===== src/rtl/tevq_pkg.sv =====
package tevq_pkg;

  localparam int QUEUE_DEPTH = 16;
  localparam int IDX_W       = $clog2(QUEUE_DEPTH);
  localparam int MAX_FIRES   = 64;
  localparam int FIRE_W      = $clog2(MAX_FIRES + 1);
  localparam int TIME_W      = 63;
  localparam int ID_W        = 8;
  localparam int PER_W       = 48;
  localparam int ORD_W       = 64;

  typedef enum logic [1:0] {
    CMD_SCHED   = 2'd0,
    CMD_REMOVE  = 2'd1,
    CMD_ADVANCE = 2'd2,
    CMD_CLEAR   = 2'd3
  } cmd_t;

  typedef enum logic [1:0] {
    KIND_ACK     = 2'd0,
    KIND_FIRE    = 2'd1,
    KIND_SUMMARY = 2'd2
  } kind_t;

  typedef enum logic [2:0] {
    ST_IDLE,
    ST_SCHED,
    ST_CLR,
    ST_SCAN,
    ST_DECIDE,
    ST_FIRE,
    ST_EMIT
  } state_t;

  // controller to datapath
  typedef struct packed {
    logic  load;
    logic  sched_wr;
    logic  clr_wr;
    logic  scan_start;
    logic  scan_step;
    logic  fire;
    logic  out_load;
    kind_t out_kind;
  } ctrl_cmd_t;

  // datapath to controller
  typedef struct packed {
    cmd_t cmd;
    logic scan_last;
    logic found;
    logic due_ok;
    logic out_last;
  } dp_stat_t;

endpackage


===== src/rtl/timed_event_queue_core.sv =====
// Timed event queue: entries ordered by due time, then insertion order.
// Input channel in_*: one command per transfer (schedule, remove by id,
// advance, clear). Result channel out_*: schedule, remove and clear give one
// acknowledge; advance gives one fired result per due entry, then a summary,
// or stops after 64 fires with last set on the final fired result.
// Every result carries the earliest remaining due time or queue_empty.
// cfg_wr_en/cfg_wr_data write pause_end; write only when idle.
// Timing: a command is taken only when the block is idle. Every result but
// a summary after a fire waits for a full scan of the 16 slots, one slot
// per cycle. The first fire of an advance follows a scan to find it and a
// scan after the requeue; each further fire follows one scan after its
// requeue, and the summary after the last fire needs no new scan.
// Results sit in an output register; while the receiver stalls the block
// holds the result and takes no new command.
// Reset (rst_n low, synchronous) empties the queue, zeroes the order
// counter and pause_end; no clearing pass is needed.
module timed_event_queue_core (
  input  logic                        clk,
  input  logic                        rst_n,
  input  logic                        cfg_wr_en,
  input  logic [tevq_pkg::TIME_W-1:0] cfg_wr_data,
  input  logic                        in_valid,
  output logic                        in_ready,
  input  logic [1:0]                  in_cmd,
  input  logic [tevq_pkg::ID_W-1:0]   in_event_id,
  input  logic [tevq_pkg::TIME_W-1:0] in_time_value,
  input  logic                        in_is_absolute,
  input  logic [tevq_pkg::PER_W-1:0]  in_period,
  input  logic [tevq_pkg::TIME_W-1:0] in_now,
  output logic                        out_valid,
  input  logic                        out_ready,
  output logic [1:0]                  out_kind,
  output logic [tevq_pkg::ID_W-1:0]   out_fired_id,
  output logic [tevq_pkg::TIME_W-1:0] out_due_time,
  output logic [tevq_pkg::TIME_W-1:0] out_lateness,
  output logic [tevq_pkg::TIME_W-1:0] out_next_due,
  output logic                        out_queue_empty,
  output logic                        out_status,
  output logic                        out_last
);
  import tevq_pkg::*;

  ctrl_cmd_t ctl;
  dp_stat_t  stat;

  tevq_ctrl u_ctrl (
    .clk       (clk),
    .rst_n     (rst_n),
    .in_valid  (in_valid),
    .in_ready  (in_ready),
    .out_valid (out_valid),
    .out_ready (out_ready),
    .stat      (stat),
    .ctl       (ctl)
  );

  tevq_dp u_dp (
    .clk             (clk),
    .rst_n           (rst_n),
    .cfg_wr_en       (cfg_wr_en),
    .cfg_wr_data     (cfg_wr_data),
    .in_cmd          (in_cmd),
    .in_event_id     (in_event_id),
    .in_time_value   (in_time_value),
    .in_is_absolute  (in_is_absolute),
    .in_period       (in_period),
    .in_now          (in_now),
    .ctl             (ctl),
    .stat            (stat),
    .out_kind        (out_kind),
    .out_fired_id    (out_fired_id),
    .out_due_time    (out_due_time),
    .out_lateness    (out_lateness),
    .out_next_due    (out_next_due),
    .out_queue_empty (out_queue_empty),
    .out_status      (out_status),
    .out_last        (out_last)
  );

endmodule


===== src/rtl/tevq_ctrl.sv =====
module tevq_ctrl (
  input  logic               clk,
  input  logic               rst_n,
  input  logic               in_valid,
  output logic               in_ready,
  output logic               out_valid,
  input  logic               out_ready,
  input  tevq_pkg::dp_stat_t stat,
  output tevq_pkg::ctrl_cmd_t ctl
);
  import tevq_pkg::*;

  state_t state_r, state_nxt;
  logic   pend_r, pend_nxt;

  // state and pending-fire flag
  always_ff @(posedge clk) begin
    if (!rst_n) begin
      state_r <= ST_IDLE;
      pend_r  <= 1'b0;
    end else begin
      state_r <= state_nxt;
      pend_r  <= pend_nxt;
    end
  end

  // next state
  always_comb begin
    state_nxt = state_r;
    pend_nxt  = pend_r;
    case (state_r)
      ST_IDLE: begin
        if (in_valid) begin
          case (cmd_t'(stat.cmd))
            CMD_SCHED:   state_nxt = ST_SCHED;
            CMD_ADVANCE: state_nxt = ST_SCAN;
            default:     state_nxt = ST_CLR;
          endcase
        end
      end
      ST_SCHED: state_nxt = ST_SCAN;
      ST_CLR:   state_nxt = ST_SCAN;
      ST_SCAN: begin
        if (stat.scan_last) state_nxt = ST_DECIDE;
      end
      ST_DECIDE: begin
        if (pend_r) begin
          pend_nxt  = 1'b0;
          state_nxt = ST_EMIT;
        end else if (stat.cmd == CMD_ADVANCE && stat.found && stat.due_ok) begin
          state_nxt = ST_FIRE;
        end else begin
          state_nxt = ST_EMIT;
        end
      end
      ST_FIRE: begin
        pend_nxt  = 1'b1;
        state_nxt = ST_SCAN;
      end
      ST_EMIT: begin
        if (out_ready) state_nxt = stat.out_last ? ST_IDLE : ST_DECIDE;
      end
      default: state_nxt = ST_IDLE;
    endcase
  end

  // outputs
  always_comb begin
    ctl       = '0;
    in_ready  = 1'b0;
    out_valid = 1'b0;
    case (state_r)
      ST_IDLE: begin
        in_ready       = 1'b1;
        ctl.load       = in_valid;
        ctl.scan_start = in_valid;
      end
      ST_SCHED: begin
        ctl.sched_wr   = 1'b1;
        ctl.scan_start = 1'b1;
      end
      ST_CLR: begin
        ctl.clr_wr     = 1'b1;
        ctl.scan_start = 1'b1;
      end
      ST_SCAN: ctl.scan_step = 1'b1;
      ST_DECIDE: begin
        if (pend_r) begin
          ctl.out_load = 1'b1;
          ctl.out_kind = KIND_FIRE;
        end else if (stat.cmd != CMD_ADVANCE) begin
          ctl.out_load = 1'b1;
          ctl.out_kind = KIND_ACK;
        end else if (!(stat.found && stat.due_ok)) begin
          ctl.out_load = 1'b1;
          ctl.out_kind = KIND_SUMMARY;
        end
      end
      ST_FIRE: begin
        ctl.fire       = 1'b1;
        ctl.scan_start = 1'b1;
      end
      ST_EMIT: out_valid = 1'b1;
      default: ;
    endcase
  end

endmodule


===== src/rtl/tevq_dp.sv =====
module tevq_dp (
  input  logic                        clk,
  input  logic                        rst_n,
  input  logic                        cfg_wr_en,
  input  logic [tevq_pkg::TIME_W-1:0] cfg_wr_data,
  input  logic [1:0]                  in_cmd,
  input  logic [tevq_pkg::ID_W-1:0]   in_event_id,
  input  logic [tevq_pkg::TIME_W-1:0] in_time_value,
  input  logic                        in_is_absolute,
  input  logic [tevq_pkg::PER_W-1:0]  in_period,
  input  logic [tevq_pkg::TIME_W-1:0] in_now,
  input  tevq_pkg::ctrl_cmd_t         ctl,
  output tevq_pkg::dp_stat_t          stat,
  output logic [1:0]                  out_kind,
  output logic [tevq_pkg::ID_W-1:0]   out_fired_id,
  output logic [tevq_pkg::TIME_W-1:0] out_due_time,
  output logic [tevq_pkg::TIME_W-1:0] out_lateness,
  output logic [tevq_pkg::TIME_W-1:0] out_next_due,
  output logic                        out_queue_empty,
  output logic                        out_status,
  output logic                        out_last
);
  import tevq_pkg::*;

  localparam logic [TIME_W-1:0] TMAX = '1;

  // slot storage
  logic [QUEUE_DEPTH-1:0] valid_r;
  logic [TIME_W-1:0]      time_r  [QUEUE_DEPTH];
  logic [ORD_W-1:0]       order_r [QUEUE_DEPTH];
  logic [ID_W-1:0]        id_r    [QUEUE_DEPTH];
  logic [PER_W-1:0]       per_r   [QUEUE_DEPTH];
  logic [ORD_W-1:0]       ctr_r;
  logic [TIME_W-1:0]      pause_r;

  // latched command
  cmd_t              cmd_r;
  logic [ID_W-1:0]   ev_id_r;
  logic [TIME_W-1:0] tv_r;
  logic              abs_r;
  logic [PER_W-1:0]  period_r;
  logic [TIME_W-1:0] now_r;
  logic              full_r;

  // scan state and best candidate
  logic [IDX_W-1:0]  idx_r;
  logic              found_r;
  logic [IDX_W-1:0]  b_idx_r;
  logic [TIME_W-1:0] b_time_r;
  logic [ORD_W-1:0]  b_order_r;
  logic [ID_W-1:0]   b_id_r;
  logic [PER_W-1:0]  b_per_r;

  // fired entry
  logic [FIRE_W-1:0] fires_r;
  logic [ID_W-1:0]   f_id_r;
  logic [TIME_W-1:0] f_due_r;
  logic [TIME_W-1:0] f_late_r;
  logic              f_last_r;

  logic [IDX_W-1:0]  free_idx;
  logic              full;
  logic [ORD_W-1:0]  sum_sched, sum_req;
  logic [TIME_W-1:0] sched_time, req_time, req_base;
  logic              less;

  // first free slot
  always_comb begin
    free_idx = '0;
    for (int i = QUEUE_DEPTH - 1; i >= 0; i--) begin
      if (!valid_r[i]) free_idx = IDX_W'(i);
    end
  end
  assign full = &valid_r;

  // saturating time sums
  assign sum_sched  = {1'b0, now_r} + {1'b0, tv_r};
  assign sched_time = abs_r ? tv_r : (sum_sched[TIME_W] ? TMAX : sum_sched[TIME_W-1:0]);
  assign req_base   = (b_time_r < pause_r) ? pause_r : b_time_r;
  assign sum_req    = {1'b0, req_base} + ORD_W'(b_per_r);
  assign req_time   = sum_req[TIME_W] ? TMAX : sum_req[TIME_W-1:0];

  // candidate ordering
  assign less = (time_r[idx_r] < b_time_r) ||
                (time_r[idx_r] == b_time_r && order_r[idx_r] < b_order_r);

  // config register
  always_ff @(posedge clk) begin
    if (!rst_n) pause_r <= '0;
    else if (cfg_wr_en) pause_r <= cfg_wr_data;
  end

  // valid bits and order counter
  always_ff @(posedge clk) begin
    if (!rst_n) begin
      valid_r <= '0;
      ctr_r   <= '0;
    end else begin
      if (ctl.sched_wr && !full) begin
        valid_r[free_idx] <= 1'b1;
        ctr_r             <= ctr_r + 1'b1;
      end
      if (ctl.clr_wr) begin
        for (int i = 0; i < QUEUE_DEPTH; i++) begin
          if (cmd_r == CMD_CLEAR || id_r[i] == ev_id_r) valid_r[i] <= 1'b0;
        end
      end
      if (ctl.fire) begin
        if (b_per_r == '0) valid_r[b_idx_r] <= 1'b0;
        else               ctr_r            <= ctr_r + 1'b1;
      end
    end
  end

  // slot payload writes
  always_ff @(posedge clk) begin
    if (ctl.sched_wr && !full) begin
      time_r[free_idx]  <= sched_time;
      order_r[free_idx] <= ctr_r;
      id_r[free_idx]    <= ev_id_r;
      per_r[free_idx]   <= period_r;
    end
    if (ctl.fire && b_per_r != '0) begin
      time_r[b_idx_r]  <= req_time;
      order_r[b_idx_r] <= ctr_r;
    end
  end

  // command capture
  always_ff @(posedge clk) begin
    if (ctl.load) begin
      cmd_r    <= cmd_t'(in_cmd);
      ev_id_r  <= in_event_id;
      tv_r     <= in_time_value;
      abs_r    <= in_is_absolute;
      period_r <= in_period;
      now_r    <= in_now;
    end
    if (ctl.load)          full_r <= 1'b0;
    else if (ctl.sched_wr) full_r <= full;
  end

  // earliest-entry scan, one slot per cycle
  always_ff @(posedge clk) begin
    if (!rst_n) begin
      idx_r   <= '0;
      found_r <= 1'b0;
    end else if (ctl.scan_start) begin
      idx_r   <= '0;
      found_r <= 1'b0;
    end else if (ctl.scan_step) begin
      idx_r <= idx_r + 1'b1;
      if (valid_r[idx_r] && (!found_r || less)) found_r <= 1'b1;
    end
  end

  always_ff @(posedge clk) begin
    if (ctl.scan_step && valid_r[idx_r] && (!found_r || less)) begin
      b_idx_r   <= idx_r;
      b_time_r  <= time_r[idx_r];
      b_order_r <= order_r[idx_r];
      b_id_r    <= id_r[idx_r];
      b_per_r   <= per_r[idx_r];
    end
  end

  // fire bookkeeping
  always_ff @(posedge clk) begin
    if (!rst_n) fires_r <= '0;
    else if (ctl.load) fires_r <= '0;
    else if (ctl.fire) fires_r <= fires_r + 1'b1;
  end

  always_ff @(posedge clk) begin
    if (ctl.fire) begin
      f_id_r   <= b_id_r;
      f_due_r  <= b_time_r;
      f_late_r <= now_r - b_time_r;
      f_last_r <= (fires_r == FIRE_W'(MAX_FIRES - 1));
    end
  end

  // result register
  always_ff @(posedge clk) begin
    if (ctl.out_load) begin
      out_kind        <= ctl.out_kind;
      out_next_due    <= found_r ? b_time_r : '0;
      out_queue_empty <= !found_r;
      out_status      <= (ctl.out_kind == KIND_ACK) ? full_r : 1'b0;
      if (ctl.out_kind == KIND_FIRE) begin
        out_fired_id <= f_id_r;
        out_due_time <= f_due_r;
        out_lateness <= f_late_r;
        out_last     <= f_last_r;
      end else begin
        out_fired_id <= '0;
        out_due_time <= '0;
        out_lateness <= '0;
        out_last     <= 1'b1;
      end
    end
  end

  // status to controller
  always_comb begin
    stat.cmd       = ctl.load ? cmd_t'(in_cmd) : cmd_r;
    stat.scan_last = (idx_r == IDX_W'(QUEUE_DEPTH - 1));
    stat.found     = found_r;
    stat.due_ok    = (b_time_r <= now_r);
    stat.out_last  = out_last;
  end

endmodule


===== config.mk =====
export PLATFORM = sky130hd
export DESIGN_NAME = timed_event_queue_core
export DESIGN_NICKNAME = d
export VERILOG_FILES = /design/src/rtl/tevq_pkg.sv /design/src/rtl/timed_event_queue_core.sv /design/src/rtl/tevq_ctrl.sv /design/src/rtl/tevq_dp.sv
export SDC_FILE = /design/constraint.sdc
export NUM_CORES = 2
export LEC_CHECK = 0
export BUFFER_PORTS_ARGS = -buffer_cell sky130_fd_sc_hd__buf_2
export CORE_MARGIN = 4
export CORE_UTILIZATION = 39
export CTS_BUF_LIST = sky130_fd_sc_hd__clkbuf_16
export DETAILED_ROUTE_END_ITERATION = 8
export GPL_TIMING_DRIVEN = 0
export HOLD_SLACK_MARGIN = 0.06
export PLACE_DENSITY = 0.58
export SYNTH_ARGS = -nofsm -noshare
export SYNTH_HDL_FRONTEND = slang
export SYNTH_SLANG_ARGS = --single-unit

===== constraint.sdc =====
create_clock -name clk -period 14.1 [get_ports clk]
set_input_delay 2.82 -clock clk [delete_from_list [all_inputs] [get_ports clk]]
set_output_delay 2.82 -clock clk [all_outputs]
set_load 0.1 [all_outputs]

==> results.txt <==
The proportion of layout cells with a drive suffix above 1 is 23.15%. The number of max-cap violations is 1. The area share of the leading cell type in the synthesized netlist is 69.50%. The gate count of the mapped netlist came out at 8495. The sequential cell area fraction in the yosys report is 71.61%. After synthesis, the largest family of logic cells by area is multiplexers. The reg2reg setup slack is 2290 ps. The number of global-route vias before repair is 86840.

The final-report hold violation count was 0. The part of the total power dissipated in the clock network is 37.4%. STA classifies the critical path startpoint as a register. The total power divided by cell area is 150.9 nW/µm². Clock skew on the completed layout was measured at 98.47 ps. The worst hold path belongs to the class reg2reg. Of the total synthesized cell area, the portion taken by XOR and XNOR cells is 1.941%. Sorting the synthesized cells by area gives the leading types as sky130_fd_sc_hd__edfxtp_1, sky130_fd_sc_hd__mux4_2, sky130_fd_sc_hd__ha_1.

The share of flip-flops with an asynchronous set or reset after synthesis came out at 0%. The CTS tree is built. The floorplan die area is 413000 µm².

The total number of yosys warnings is 0. The number of cells on the worst reg-to-reg path is 28. For this design the total switching power over the nets is 7.296 mW. The largest single stage delay on the critical path is 1000 ps. Data arrives at the worst endpoint at 12360 ps. The relative contribution of sequential cells to total power is 48.4%. Broken down by cell family, the worst path's largest delay share belongs to compound AO/OA/AOI/OAI gates. Of the total synthesized cell area, the portion taken by full adders, half adders and majority gates is 2.978%. At the placement stage, the worst setup path has a slack of 2731 ps. At the end of routability-driven placement, the weighted congestion stood at 0.9642.

The static leakage power is 60.14 nW. After detailed placement, the design holds a cell count of 14440. The worst hold endpoint is u_dp.f_id_r[7]. After clock tree synthesis, the flow added hold-fix buffers numbering 0.

In this run the worst path has a maximum fanout of 16. The ratio of routed vias to standard cells is 5.795. For this block, the routed nets add up to 492.5 mm of wire. The residual DRC count came out at 0. Summed over all instances, the cell type with the most area after synthesis is sky130_fd_sc_hd__edfxtp_1. The count of cell types in the netlist came out at 87. The number of standard cells in the layout, taps in and fillers out is 15200. The internal power of the cells totals 20.43 mW. The initial antenna violation count is 64. The setup total negative slack is 0 ps. The post-layout net count came out at 10200.

The number of design-rule violations left by the first detailed-router iteration came out at 11220. In this run the tightest slew margin relative to its limit is -4.465%. By count the netlist is led by sky130_fd_sc_hd__edfxtp_1, sky130_fd_sc_hd__mux4_2, sky130_fd_sc_hd__nor2_1. The cell sitting at the root of the clock tree is a sky130_fd_sc_hd__clkbuf_16. In this run the remaining antenna-violating nets after routing total 0. Yosys instantiated no cell more often than sky130_fd_sc_hd__edfxtp_1.

The slowest library cell on the worst path is sky130_fd_sc_hd__a21oi_1. The worst register-to-register path begins at u_dp.pause_r[62]. The fraction of the cycle the final worst path needs is 83.77%. For this block, the via count after detailed routing is 88070. Summing the areas of all compound-gate instances in the mapped netlist gives 4.329% of the synthesized area.

The proportion of power drawn by combinational gates is 14.2%. The insertion delay to the later sink of the worst-skew pair came out at 980 ps. The register bit total from synthesis came out at 3801. The overall global routing resource usage came out at 23.24%. The run finished, with violations left. The synthesized netlist occupies a cell area of 157100 µm². The first global-routing pass estimated 679.8 mm of wire. Dividing the detail-routed wire length by the instance count gives 32.40 µm. Buffers inserted during clock tree synthesis total 388. The synthesized net count came out at 9120.

The H-tree depth came out at 5. Measured along the y axis, the die boundary spans 642.6 µm. The final reports fail on max-capacitance violations, max-slew violations.

The startpoint identified for the worst hold timing path is u_dp.b_id_r[7]. Yosys mapped a number of flops with a built-in enable equal to 3635. After synthesis, the share of cell area in mux cells is 13.56%. During placement, the flow inserted port buffers numbering 455. Counting I/O delays and the setup requirement, the final critical path takes 11810 ps.

The number of buffers on the longest clock path is 4. The post-cts repair resize count is 0. Counting the fill cells in the layout gives 33810. The number of setup buffers added after CTS is 0.

The post-CTS clock slew at the launch and capture registers of the worst setup and hold paths is 60 ps. The relative area change from synthesis to final layout is 16.95%. The share of total power consumed by net switching came out at 26.32%.

Entering global routing, the biggest net connects 97 pins. The number of slew-limit violations in the final report is 5. The number of rows in the core area came out at 232. The worst setup path is captured at a register. The starting utilization of the core area is 39.24%. The floorplan step defined a core boundary enclosing 400300 µm². Setup repair after global routing left no endpoint under its margin. The synthesized area per cell is 18.49 µm². The number of ports placed on the die boundary is 457.

The peak supply drop is 0.1093 mV. Setup violations remaining at the end of the flow were counted as 0. For this run, the leading register cell type out of synthesis is sky130_fd_sc_hd__edfxtp_1. The critical path is of the reg2reg type. The instance count along the most critical hold path came out at 0.

After layout, the worst setup slack is 2288 ps. The HPWL after detailed placement is 354.7 mm. The area share of and/or/nand/nor cells after synthesis is 4.059%. The worst-margin pin slew is 1554 ps. The buffering stage count on the worst path with inverters included came out at 8.

The floorplan die width is 642.6 µm. The aggregate global routing overflow is 0. STA puts the critical path data required time at 14640 ps. The tree built by TritonCTS fans out to 3801 sinks. Timing would allow up to 0.08466 GHz. The detailed-router iteration count before antenna repair is 6. The terminus of the critical flop-to-flop path is u_dp.time_r[14][48].
[flip-flops by register name, indices dropped and copies added, names as in the netlist, 64 cells and up, named ones only]
register and cells:
u_dp.order_r 1024, u_dp.time_r 1008, u_dp.per_r 768, u_dp.id_r 128
u_dp.b_order_r 64, u_dp.ctr_r 64
[cell families after synthesis]
family	Yosys count
DFF	3801
and+or+nand+nor	1291
AOI/OAI and AO/OA	1053
muxes	1000
buffers and inverters	630
adders and majority gates	372
xor gates and xnor gates	348
[cells in the final DEF, fill, tap and decap left out, types with 93 or more instances in the layout]
cell type and n:
sky130_fd_sc_hd__nand2_1 262, sky130_fd_sc_hd__nand4_1 112, sky130_fd_sc_hd__buf_12 130, sky130_fd_sc_hd__a21o_1 159, sky130_fd_sc_hd__ha_1 369, sky130_fd_sc_hd__nor2_1 344, sky130_fd_sc_hd__a21oi_1 288, sky130_fd_sc_hd__o21ai_0 185
sky130_fd_sc_hd__clkbuf_1 264, sky130_fd_sc_hd__buf_2 467, sky130_fd_sc_hd__mux2i_1 93, sky130_fd_sc_hd__xnor2_1 180, sky130_fd_sc_hd__dfxtp_1 166, sky130_fd_sc_hd__inv_1 338, sky130_fd_sc_hd__clkbuf_16 392, sky130_fd_sc_hd__xor2_1 168
sky130_fd_sc_hd__and2_1 155, sky130_fd_sc_hd__edfxtp_1 3635, sky130_fd_sc_hd__mux4_2 901
[how the worst max path moves through the flow]
stage	start	endpoint	slack [ps]	cells after the start
global placement	u_ctrl.state_r[1]	u_dp.order_r[14][14]	-10930	9
global route	u_dp.pause_r[62]	u_dp.time_r[6][35]	2260	28
CTS	u_dp.pause_r[62]	u_dp.time_r[12][29]	2720	28
detailed placement	u_dp.pause_r[62]	u_dp.time_r[2][29]	2730	28
finish	u_dp.pause_r[62]	u_dp.time_r[14][48]	2290	28
floorplan	u_ctrl.state_r[1]	u_dp.order_r[0][0]	3120	8
[power groups by stage]
stage | logic [mW] | clock network [mW] | registers (mW)
6_report | 3.94 | 10.4 | 13.4
5_1_grt | 4.17 | 11.0 | 13.4
4_1_cts | 3.91 | 10.5 | 13.4
3_5_place_dp | 3.90 | 0 | 13.6
3_3_place_gp | 3.66 | 0 | 13.8
2_1_floorplan | 2.12 | 0 | 13.8
[final cells by class]
type / count / area [µm²] / area share [%]
Sequential cell: 3801 / 112500 / 61.23
Multi-Input combinational cell: 4064 / 42580 / 23.18
Clock buffer: 392 / 9809 / 5.340
Timing Repair Buffer: 687 / 6703 / 3.649
Tap cell: 5265 / 6588 / 3.586
Clock inverter: 331 / 3039 / 1.654
Buffer: 372 / 1455 / 0.7921
Inverter: 258 / 980.9 / 0.5340
Antenna cell: 28 / 70.07 / 0.03814
[per-stage QoR]
stage	area [µm²]	utilization, %	power (mW)	hold WS (ps)
finish	183700	45.89	27.73	426.0
global route	183600	45.88	28.63	434.3
CTS	183500	45.85	27.85	430.8
detailed placement	170700	42.64	17.54	407.7
global placement	165900	41.45	17.43	413.4
floorplan	157100	-	15.91	400.3
[per-layer routing]
| layer | up-vias | routed length, µm | track usage, % |
|---|---|---|---|
| met4 | 14 | 17470 | 7.755 |
| met2 | 4189 | 229600 | 36.34 |
| met5 | - | 83 | 0 |
| met1 | 46590 | 202500 | 32.73 |
| met3 | 715 | 42920 | 4.522 |
| li1 | 36560 | - | - |
No activity file was read; power rests on OpenSTA's default activity.
